**config.mk**
```make
export PLATFORM = sky130hd
export DESIGN_NAME = tdcr_round
export DESIGN_NICKNAME = d
export VERILOG_FILES = /design/src/design/timer_deadline_coarse_rounding_assert.svh /design/src/design/tdcr_pkg.sv /design/src/design/tdcr_round.sv
export SDC_FILE = /design/constraint.sdc
export NUM_CORES = 2
export LEC_CHECK = 0
export BUFFER_PORTS_ARGS = -buffer_cell sky130_fd_sc_hd__buf_4
export CAP_MARGIN = 30
export CELL_PAD_IN_SITES_DETAIL_PLACEMENT = 0
export CELL_PAD_IN_SITES_GLOBAL_PLACEMENT = 1
export CORE_UTILIZATION = 50
export DETAILED_ROUTE_END_ITERATION = 6
export PLACE_DENSITY = 0.86
export SYNTH_ARGS = -nofsm -noshare
export SYNTH_HDL_FRONTEND = slang
export SYNTH_SLANG_ARGS = --single-unit
```
**constraint.sdc**
```tcl
create_clock -name clock -period 15.9 [get_ports clock]
set_input_delay 1.59 -clock clock [delete_from_list [all_inputs] [get_ports clock]]
set_output_delay 1.59 -clock clock [all_outputs]
set_load 0.1 [all_outputs]
```
**src/design/timer_deadline_coarse_rounding_assert.svh**
```systemverilog
// assertion macros shared by the deadline rounding block
`ifndef TIMER_DEADLINE_COARSE_ROUNDING_ASSERT_SVH
`define TIMER_DEADLINE_COARSE_ROUNDING_ASSERT_SVH

// same-cycle implication, muted while reset is high
`define TDCR_CHECK_NOW(label, cond, conseq, msg) \
   label: assert property (@(posedge clock) disable iff (reset) (cond) |-> (conseq)) \
      else $error(msg);

// next-cycle implication, also checked across reset
`define TDCR_CHECK_NEXT(label, cond, conseq, msg) \
   label: assert property (@(posedge clock) (cond) |=> (conseq)) \
      else $error(msg);

`endif

```
**src/design/tdcr_pkg.sv**
```systemverilog
package tdcr_pkg;

   // seconds are carried unwrapped with two spare bits
   localparam int SEC_BITS = 32;
   localparam int SEC_W    = SEC_BITS + 2;

   localparam logic [19:0] USEC_MAX           = 20'd999999;
   localparam logic [20:0] USEC_PER_SEC       = 21'd1000000;
   localparam logic [19:0] HALF_SEC_USEC      = 20'd500000;
   localparam logic [30:0] VERY_COARSE_MIN_MS = 31'd20000;
   localparam logic [30:0] PRECISE_MAX_MS     = 31'd20;
   localparam logic [30:0] ONE_SEC_MS         = 31'd1000;
   localparam logic [14:0] LONG_HALF_SEC_MS   = 15'd5000;
   localparam logic [14:0] SMALL_IVL_MS       = 15'd100;
   localparam logic [14:0] TINY_IVL_MS        = 15'd50;
   localparam logic [10:0] MS_PER_SEC         = 11'd1000;
   localparam logic [10:0] HALF_MS_PER_SEC    = 11'd500;
   localparam logic signed [45:0] RESYNC_SHORT_MS = 46'sd1500;

   // reciprocals for constant division, ceil(2^k / d)
   localparam longint unsigned RCP_1000_U31 = ((64'd1 << 41) + 64'd999) / 64'd1000;
   localparam longint unsigned RCP_1000_U20 = ((64'd1 << 30) + 64'd999) / 64'd1000;
   localparam longint unsigned RCP_20_U15   = ((64'd1 << 24) + 64'd19) / 64'd20;
   localparam longint unsigned RCP_25_U15   = ((64'd1 << 24) + 64'd24) / 64'd25;
   localparam longint unsigned RCP_50_U15   = ((64'd1 << 24) + 64'd49) / 64'd50;
   localparam longint unsigned RCP_250_U15  = ((64'd1 << 24) + 64'd249) / 64'd250;
   localparam longint unsigned RCP_500_U15  = ((64'd1 << 24) + 64'd499) / 64'd500;
   localparam longint unsigned RCP_25_U10   = ((64'd1 << 20) + 64'd24) / 64'd25;
   localparam longint unsigned RCP_50_U10   = ((64'd1 << 20) + 64'd49) / 64'd50;
   localparam longint unsigned RCP_100_U10  = ((64'd1 << 20) + 64'd99) / 64'd100;
   localparam longint unsigned RCP_200_U10  = ((64'd1 << 20) + 64'd199) / 64'd200;
   localparam longint unsigned RCP_250_U10  = ((64'd1 << 20) + 64'd249) / 64'd250;
   localparam longint unsigned RCP_500_U10  = ((64'd1 << 20) + 64'd499) / 64'd500;

   typedef enum logic [1:0] {
      KIND_PRECISE    = 2'd0,
      KIND_COARSE     = 2'd1,
      KIND_VCOARSE    = 2'd2,
      KIND_COARSE_ALT = 2'd3
   } kind_type;

   typedef enum logic [1:0] {
      RND_TWO   = 2'd0,
      RND_FOUR  = 2'd1,
      RND_SPLIT = 2'd2,
      RND_STEP  = 2'd3
   } rnd_type;

   typedef enum logic [2:0] {
      STEP_25  = 3'd0,
      STEP_50  = 3'd1,
      STEP_100 = 3'd2,
      STEP_200 = 3'd3,
      STEP_250 = 3'd4,
      STEP_500 = 3'd5
   } step_type;

   typedef struct packed {
      logic [SEC_W-1:0] s;
      logic [19:0]      u;
   } time_type;

   typedef struct packed {
      kind_type    kind;
      logic [30:0] ivl;
      logic [31:0] now_s;
      logic [19:0] now_u;
      logic [31:0] prev_s;
      logic [19:0] prev_u;
   } req_type;

   typedef struct packed {
      kind_type    kind;
      logic [30:0] ivl;
      logic [21:0] q;
      logic [9:0]  r;
      time_type    now;
      time_type    ddl;
      logic [9:0]  slack;
      rnd_type     rmode;
      step_type    step;
   } sched_type;

   typedef struct packed {
      time_type now;
      time_type ddl;
   } fin_type;

   function automatic logic [21:0] div1000_u31(logic [30:0] x);
      logic [62:0] p;
      p = 63'(x) * 63'(RCP_1000_U31);
      return p[62:41];
   endfunction

   function automatic logic [9:0] div1000_u20(logic [19:0] x);
      logic [40:0] p;
      p = 41'(x) * 41'(RCP_1000_U20);
      return p[39:30];
   endfunction

   function automatic logic [10:0] quot_u15(logic [14:0] x, logic [19:0] rcp);
      logic [34:0] p;
      p = 35'(x) * 35'(rcp);
      return p[34:24];
   endfunction

   function automatic logic [5:0] quot_u10(logic [9:0] x, logic [15:0] rcp);
      logic [25:0] p;
      p = 26'(x) * 26'(rcp);
      return p[25:20];
   endfunction

   // add whole seconds q and leftover milliseconds r
   function automatic time_type time_add(time_type t, logic [21:0] q, logic [9:0] r);
      logic [SEC_W-1:0] s;
      logic [20:0]      u;
      time_type         res;
      s = t.s + SEC_W'(q);
      u = 21'(t.u) + 21'(r) * 21'd1000;
      if (u > 21'(USEC_MAX)) begin
         s = s + SEC_W'(1);
         u = u - USEC_PER_SEC;
      end
      res.s = s;
      res.u = u[19:0];
      return res;
   endfunction

   function automatic logic time_lt(time_type a, time_type b);
      return (a.s < b.s) || ((a.s == b.s) && (a.u < b.u));
   endfunction

endpackage

```
**src/design/tdcr_round.sv**
```systemverilog
module tdcr_round (
   input  logic                clock,
   input  logic                reset,
   input  logic                up_valid,
   output logic                up_ready,
   input  tdcr_pkg::sched_type up_data,
   output logic                dn_valid,
   input  logic                dn_ready,
   output tdcr_pkg::fin_type   dn_data
);
   import tdcr_pkg::*;

   sched_type   d_ff, e_ff;
   logic [9:0]  d_ms_ff;
   logic [10:0] e_ms_in, e_ms_ff;
   fin_type     f_in, f_ff;
   logic        d_valid_ff, e_valid_ff, f_valid_ff;
   logic        d_rdy, e_rdy, f_rdy;

   logic [9:0]  ms, lo, rem50, rem100;
   logic [10:0] hi, hi_sum, base, stepv, half, mid, step_pick;
   logic [10:0] b25, b50, b100, b200, b250, b500;
   logic [8:0]  h2;
   logic [7:0]  h4;
   time_type    t;

   assign d_rdy    = !d_valid_ff || e_rdy;
   assign e_rdy    = !e_valid_ff || f_rdy;
   assign f_rdy    = !f_valid_ff || dn_ready;
   assign up_ready = d_rdy;
   assign dn_valid = f_valid_ff;
   assign dn_data  = f_ff;

   // stage d: millisecond within the second
   always_ff @(posedge clock) begin
      if (reset) begin
         d_valid_ff <= 1'b0;
      end else if (d_rdy) begin
         d_valid_ff <= up_valid;
      end
      if (d_rdy) begin
         d_ff    <= up_data;
         d_ms_ff <= div1000_u20(up_data.ddl.u);
      end
   end

   // stage e: snap the millisecond to a preferred boundary
   always_comb begin
      ms     = d_ms_ff;
      lo     = (ms > d_ff.slack) ? ms - d_ff.slack : 10'd0;
      hi_sum = 11'(ms) + 11'(d_ff.slack);
      hi     = (hi_sum > MS_PER_SEC) ? MS_PER_SEC : hi_sum;
      b25    = 11'(quot_u10(ms, 16'(RCP_25_U10))) * 11'd25;
      b50    = 11'(quot_u10(ms, 16'(RCP_50_U10))) * 11'd50;
      b100   = 11'(quot_u10(ms, 16'(RCP_100_U10))) * 11'd100;
      b200   = 11'(quot_u10(ms, 16'(RCP_200_U10))) * 11'd200;
      b250   = 11'(quot_u10(ms, 16'(RCP_250_U10))) * 11'd250;
      b500   = 11'(quot_u10(ms, 16'(RCP_500_U10))) * 11'd500;
      rem50  = ms - b50[9:0];
      rem100 = ms - b100[9:0];
      case (d_ff.step)
         STEP_50:  begin base = b50;  stepv = 11'd50;  end
         STEP_100: begin base = b100; stepv = 11'd100; end
         STEP_200: begin base = b200; stepv = 11'd200; end
         STEP_250: begin base = b250; stepv = 11'd250; end
         STEP_500: begin base = b500; stepv = 11'd500; end
         default:  begin base = b25;  stepv = 11'd25;  end
      endcase
      half = stepv >> 1;
      mid  = base + half;
      if (11'(ms) < mid) begin
         step_pick = (base > 11'(lo)) ? base : 11'(lo);
      end else begin
         step_pick = ((base + stepv) < hi) ? base + stepv : hi;
      end
      h2 = ms[9:1] | {8'd0, rem50 >= 10'd25};
      h4 = ms[9:2] | {7'd0, rem100 >= 10'd50};
      case (d_ff.rmode)
         RND_TWO:  e_ms_in = {1'b0, h2, 1'b0};
         RND_FOUR: e_ms_in = {1'b0, h4, 2'b00};
         default: begin
            if (lo == 10'd0) begin
               e_ms_in = 11'd0;
            end else if (hi == MS_PER_SEC) begin
               e_ms_in = MS_PER_SEC;
            end else if (d_ff.rmode == RND_SPLIT) begin
               e_ms_in = (11'(ms) >= HALF_MS_PER_SEC) ? hi : 11'(lo);
            end else begin
               e_ms_in = step_pick;
            end
         end
      endcase
   end

   always_ff @(posedge clock) begin
      if (reset) begin
         e_valid_ff <= 1'b0;
      end else if (e_rdy) begin
         e_valid_ff <= d_valid_ff;
      end
      if (e_rdy) begin
         e_ff    <= d_ff;
         e_ms_ff <= e_ms_in;
      end
   end

   // stage f: for coarse timers, apply the rounded millisecond, step once more if it fell behind
   always_comb begin
      t = e_ff.ddl;
      if (e_ff.kind == KIND_COARSE) begin
         if (e_ms_ff == MS_PER_SEC) begin
            t.s = t.s + SEC_W'(1);
            t.u = 20'd0;
         end else begin
            t.u = 20'(e_ms_ff) * 20'd1000;
         end
         if (time_lt(t, e_ff.now)) begin
            t = time_add(t, e_ff.q, e_ff.r);
         end
      end
      f_in.now = e_ff.now;
      f_in.ddl = t;
   end

   always_ff @(posedge clock) begin
      if (reset) begin
         f_valid_ff <= 1'b0;
      end else if (f_rdy) begin
         f_valid_ff <= e_valid_ff;
      end
      if (f_rdy) begin
         f_ff <= f_in;
      end
   end

endmodule

```
**Word-level counts from Yosys, hierarchy flattened**

Index checks and enable logic that the tools add are counted.

- Logic and storage cells: 106
- Bits of input ports: 192
- Bits in registers: 431
- Output and inout port bits: 110

- $mul: 15
- Add/sub/neg operators: 11
- Reduce and logical (&&, ||, !) cells: 10
- Bitwise logic cells: 2
- Muxes and demuxes: 20
- $lt $le $gt $ge: 11
- Equal/unequal tests: 11

Operators by type and width:

| operator | number |
|---|---|
| 10-bit by 13-bit multiplier with 23-bit output (second input constant) | 5 |
| 54-bit 2-to-1 mux | 2 |
| 34-bit 2-to-1 mux | 3 |
| 11-bit 2-to-1 mux | 8 |
| 34-bit by 1-bit adder with 34-bit output (second input constant) | 2 |
| 20-bit 2-to-1 mux | 3 |
| 11-bit case mux with 5 select lines | 1 |
| 9-bit case mux with 5 select lines | 1 |
| 20-bit by 20-bit multiplier with 39-bit output (second input constant) | 1 |
| 34-bit by 22-bit adder with 34-bit output | 1 |
| 34-bit equality test | 1 |
| 34-bit < comparator | 1 |
| 10-bit subtractor | 3 |
| 11-bit by 10-bit equality test with 1-bit output (second input constant) | 2 |
| 11-bit case mux with 2 select lines | 1 |
| 20-bit by 20-bit adder with 21-bit output | 1 |
| 21-bit by 20-bit greater-than comparator with 1-bit output (second input constant) | 1 |
| 10-bit by 11-bit multiplier with 21-bit output (second input constant) | 1 |
| 20-bit < comparator | 1 |
| 20-bit subtractor (second input constant) | 1 |
| 10-bit by 7-bit multiplier with 17-bit output (second input constant) | 1 |
| 11-bit by 7-bit multiplier with 17-bit output (second input constant) | 1 |
| 10-bit by 10-bit adder with 11-bit output | 1 |
| 11-bit by 10-bit adder with 11-bit output | 1 |
| other kinds (28) | 36 |

**Longest topological paths before layout**

- Depth after elaboration: 11
- Gate-level depth with buffers: 46

**Least setup slack after synthesis**

OpenSTA, ideal clock, no wires.

- Path kind: reg2reg
- From: register d_ms_ff[4]
- To: register e_ms_ff[2], data pin
- Data arrival time: 10.123 ns
- Clock period less this slack: 10.379 ns
- Setup slack: 5.521 ns
- Setup time: 0.256 ns
- Stages on the path, launching flop included: 45
- Cell sequence: edfxtp_1 > inv_1 > fa_1 > inv_1 > fa_1 > inv_1 > fa_1 > inv_1 > fa_1 > fa_1 > ha_1 > a21o_1 > a21o_1 > a211oi_1 > o221a_2 > o21bai_1 > a21oi_1 > xnor2_1 > [9 not listed] > ha_1 > inv_1 > o21bai_1 > o21ai_0 > o21ai_0 > o21a_1 > nor2_1 > xnor2_1 > ha_1 > nand4_1 > nor2_1 > a221oi_1 > nand2_1 > a41oi_1 > nand2_1 > buf_4 > a311o_1 > a31o_2

- Word-level cells in the longest chain between the ends: 11
- Elaborated cells between the ends (all ways): 38

RTL lines:

| what | line | text |
|---|---|---|
| from (decl) | tdcr_round.sv:14 | `logic [9:0] d_ms_ff;` |
| from (signal assigned) | tdcr_round.sv:43 | `d_ms_ff <= div1000_u20(up_data.ddl.u);` |
| 10-bit by 13-bit multiplier with 23-bit output or 10-bit by 11-bit multiplier with 21-bit output (tied branches) | tdcr_pkg.sv:109 | `p = 26'(x) * 26'(rcp);` |
| 3-bit by 7-bit multiplier with 10-bit output (tied with other cells) | tdcr_round.sv:57 | `b250 = 11'(quot_u10(ms, 16'(RCP_250_U10))) * 11'd250;` |
| 11-bit case mux with 5 select lines | tdcr_round.sv:61 | `case (d_ff.step)` |
| 11-bit adder | tdcr_round.sv:74 | `step_pick = ((base + stepv) < hi) ? base + stepv : hi;` |
| 11-bit < comparator | tdcr_round.sv:74 |  |
| 11-bit 2-to-1 mux | tdcr_round.sv:74 |  |
| 11-bit 2-to-1 mux | tdcr_round.sv:71 | `if (11'(ms) < mid) begin` |
| 11-bit 2-to-1 mux | tdcr_round.sv:86 | `end else if (d_ff.rmode == RND_SPLIT) begin` |
| 11-bit 2-to-1 mux | tdcr_round.sv:84 | `end else if (hi == MS_PER_SEC) begin` |
| 11-bit 2-to-1 mux | tdcr_round.sv:82 | `if (lo == 10'd0) begin` |
| 11-bit case mux with 2 select lines (*) | tdcr_round.sv:78 | `case (d_ff.rmode)` |
| named net e_ms_in[2] | tdcr_round.sv:15 | `logic [10:0] e_ms_in, e_ms_ff;` |
| to (signal assigned) | tdcr_round.sv:103 | `e_ms_ff <= e_ms_in;` |
| to (decl) | tdcr_round.sv:15 |  |

Mark *: on every way through the listed nets, which the timed path passes. The rest lies on a longest branch.
A chain may end at the register's enable or synchronous reset.

**Worst setup path after layout**

- From: register d_ms_ff[9]
- To: register e_ms_ff[8], data pin

- Word-level cells in the longest chain between the ends: 11
- Elaborated cells between the ends (all ways): 35

RTL lines:

| what | line |
|---|---|
| 10-bit by 13-bit multiplier with 23-bit output or 10-bit by 11-bit multiplier with 21-bit output (tied branches) | tdcr_pkg.sv:109 |
| 3-bit by 7-bit multiplier with 10-bit output (tied with other cells) | tdcr_round.sv:57 |
| 11-bit case mux with 5 select lines | tdcr_round.sv:61 |
| 11-bit adder | tdcr_round.sv:74 |
| 11-bit < comparator | tdcr_round.sv:74 |
| 11-bit 2-to-1 mux | tdcr_round.sv:74 |
| 11-bit 2-to-1 mux | tdcr_round.sv:71 |
| 11-bit 2-to-1 mux | tdcr_round.sv:86 |
| 11-bit 2-to-1 mux | tdcr_round.sv:84 |
| 11-bit 2-to-1 mux (*) | tdcr_round.sv:82 |
| 11-bit case mux with 2 select lines (*) | tdcr_round.sv:78 |
| named net e_ms_in[8] | tdcr_round.sv:15 |

Marks and branches as above.

==> flow_summary.json <==
{
  "cts_made_buffers": 49,
  "maxSlewHeadroom_pct": 31.02,
  "fin_area_um2": 42470,
  "finClkSkew_ns": 0.06624,
  "core_um2": 74450,
  "io_buffers": 270,
  "fin_crit_ns": 12.10,
  "synth_ff_type": "edfxtp_1",
  "rsz0062_at_grt": "no",
  "firstDrtPassIters": 5,
  "arrival_ns": 12.46,
  "crit_slowest_cell": "edfxtp_1",
  "startpoint_type": "flip-flop",
  "via_per_inst": 5.646,
  "required_ns": 16.25,
  "die-height_um": 276.5,
  "grt_max_degree": 82,
  "clock_latency_ns": 0.63,
  "hpwl_mm": 76.45,
  "postCtsSetupBuffers": 0,
  "h-tree-depth": 2,
  "wl_per_cell_um": 20.13,
  "cp_slowest_stage_delay_ns": 0.94,
  "synth.avg_cell_area_um2": 10.71,
  "ctsResizeCount": 0,
  "initial_core_util_pct": 50.61,
  "synthToLayoutAreaGrowth_pct": 12.71,
  "ys_seq_area_share_pct": 34.27,
  "syn-cell-area_um2": 37680,
  "place_congestion": 0.9323,
  "nets": 4817,
  "grt.total_usage_pct": 25.39,
  "synthCells": 3519,
  "rows": 100,
  "ant_nets": 0,
  "die_w_um": 276.5,
  "drive_above_1_share_pct": 11.22,
  "vias": 27120,
  "synth.net_count": 4541,
  "critPathMaxFanout": 13,
  "ys_ff_latch": 431,
  "diodes": 0,
  "grt_first_pass_wirelength_mm": 151.3,
  "status": "finished, final reports clean",
  "synth_edf_count": 428,
  "async_flop_share_pct": 0,
  "critPathKind": "reg -> reg",
  "yosys_warnings": 0,
  "cts_tree": "done",
  "die_area_um2": 76460,
  "cts.sinks": 431,
  "root_buffer": "clkbuf_16",
  "critical_path.top_delay_family": "adder cells",
  "antenna_found_initial": 0,
  "fin_setup_tns_ns": 0,
  "cts_hold_buf": 0,
  "route.detailed.drc": 0,
  "cap_viol_max_count": 0,
  "finalMaxSlewViolations": 0,
  "grt_pass1_vias": 27070,
  "ioPinCount": 302,
  "tightest_slew_ns": 1.025,
  "crit_buf_inv": 4,
  "placed_cell_area_um2": 40870,
  "cts.path.max_buffers": 3,
  "setup_viol": 0,
  "timing.fmax_ghz": 0.08262,
  "finalHoldViolCount": 0,
  "path_clk_slew_ns": 0.07,
  "drt-total-wl_mm": 96.70,
  "end_kind": "flip-flop",
  "overflow": 0,
  "drt_iter0_markers": 1833,
  "post-route-period-util_pct": 76.12,
  "yosysUniqueCellTypes": 90,
  "hp-class": "reg -> reg"
}
[layout by cell type (no fill, tap or decap), types with 49 or more instances in the layout]
cell,Yosys,layout
nor2_1,154,154
a21o_1,89,89
a21oi_1,194,194
o21ai_0,151,150
clkbuf_16,0,49
nor3_1,68,68
inv_1,524,522
buf_4,5,295
xnor2_1,138,138
nand3_1,50,50
ha_1,614,614
fa_1,216,216
edfxtp_1,428,428
xor2_1,54,54
nand2_1,161,159
[metal layers]
layer | share of wire [%] | routed length [µm] | GRT usage, % | up-vias
li1 | - | - | - | 13140
met1 | 43 | 41310 | 33.01 | 13060
met2 | 48 | 46690 | 43.36 | 758
met3 | 5.4 | 5223 | 3.186 | 163
met4 | 3.6 | 3479 | 9.297 | 0
met5 | 0 | 0 | 0 | -
[state kept, by name, indices dropped and copies added, names as in the netlist]
name,count
d_valid_ff,1
dn_data,108
dn_valid,1
d_ff,157
e_valid_ff,1
e_ms_ff,11
d_ms_ff,10
e_ff,142
[final cells by class]
class / count / area (µm²)
fill: 6267 / 31980
sequential: 431 / 12910
multi-input combinational: 2491 / 22510
clock buffer: 57 / 1256
inverter: 525 / 1978
clock inverter: 33 / 339.1
timing repair buffer: 297 / 2262
tap: 969 / 1212
[synthesized netlist by cell type (all sizes together) (34+ instances only)]
library cell    n  area [µm²]
a21o           89       668.1
a21oi         194       970.9
clkbuf         60       225.2
edfxtp        428       12850
fa            216        4324
ha            614        7682
inv           524        1967
nand2         161       604.3
nand3          51       260.3
nand4          49       312.8
nor2          154       578.1
nor2b          36       225.2
nor3           68       340.3
o21a           34       255.2
o21ai         155       779.5
xnor2         138        1209
xor2           55       489.2
[stage by stage]
stage,std cells,setup WS [ns],hold WS [ns],util (%)
floorplan,3519,5.521,0.4003,-
global placement,4711,3.961,0.4001,54.84
detailed placement,4713,3.915,0.4045,54.90
CTS,4803,3.919,0.4154,57.04
global route,4803,3.042,0.4179,57.04
finish,4803,3.797,0.4150,57.04
[cell families after synthesis]
logic type | after synthesis | synth area share (%)
compound gates | 724 | 12.60
flops | 431 | 34.27
xor+xnor | 193 | 4.506
fa+ha+maj | 830 | 31.87
mux | 38 | 1.039
simple gates | 705 | 9.670
other cells | 1 | 0.009953
buf+inv | 597 | 6.037
[path summary, 6_finish.rpt]
| check | startpoint | to | slack (ns) | cells after the start |
|---|---|---|---|---|
| worst max-delay path | d_ms_ff[9] | e_ms_ff[8] | 3.80 | 42 |
| worst max register to register | d_ms_ff[9] | e_ms_ff[8] | 3.80 | 42 |
| worst min-delay path | d_ff[138] | e_ff[138] | 0.41 | 0 |
| worst min register to register | d_ff[138] | e_ff[138] | 0.41 | 0 |
Power is left out: the tool's default activity adds up to more than one toggle a clock period on the data nets, which glitch-free logic cannot reach.
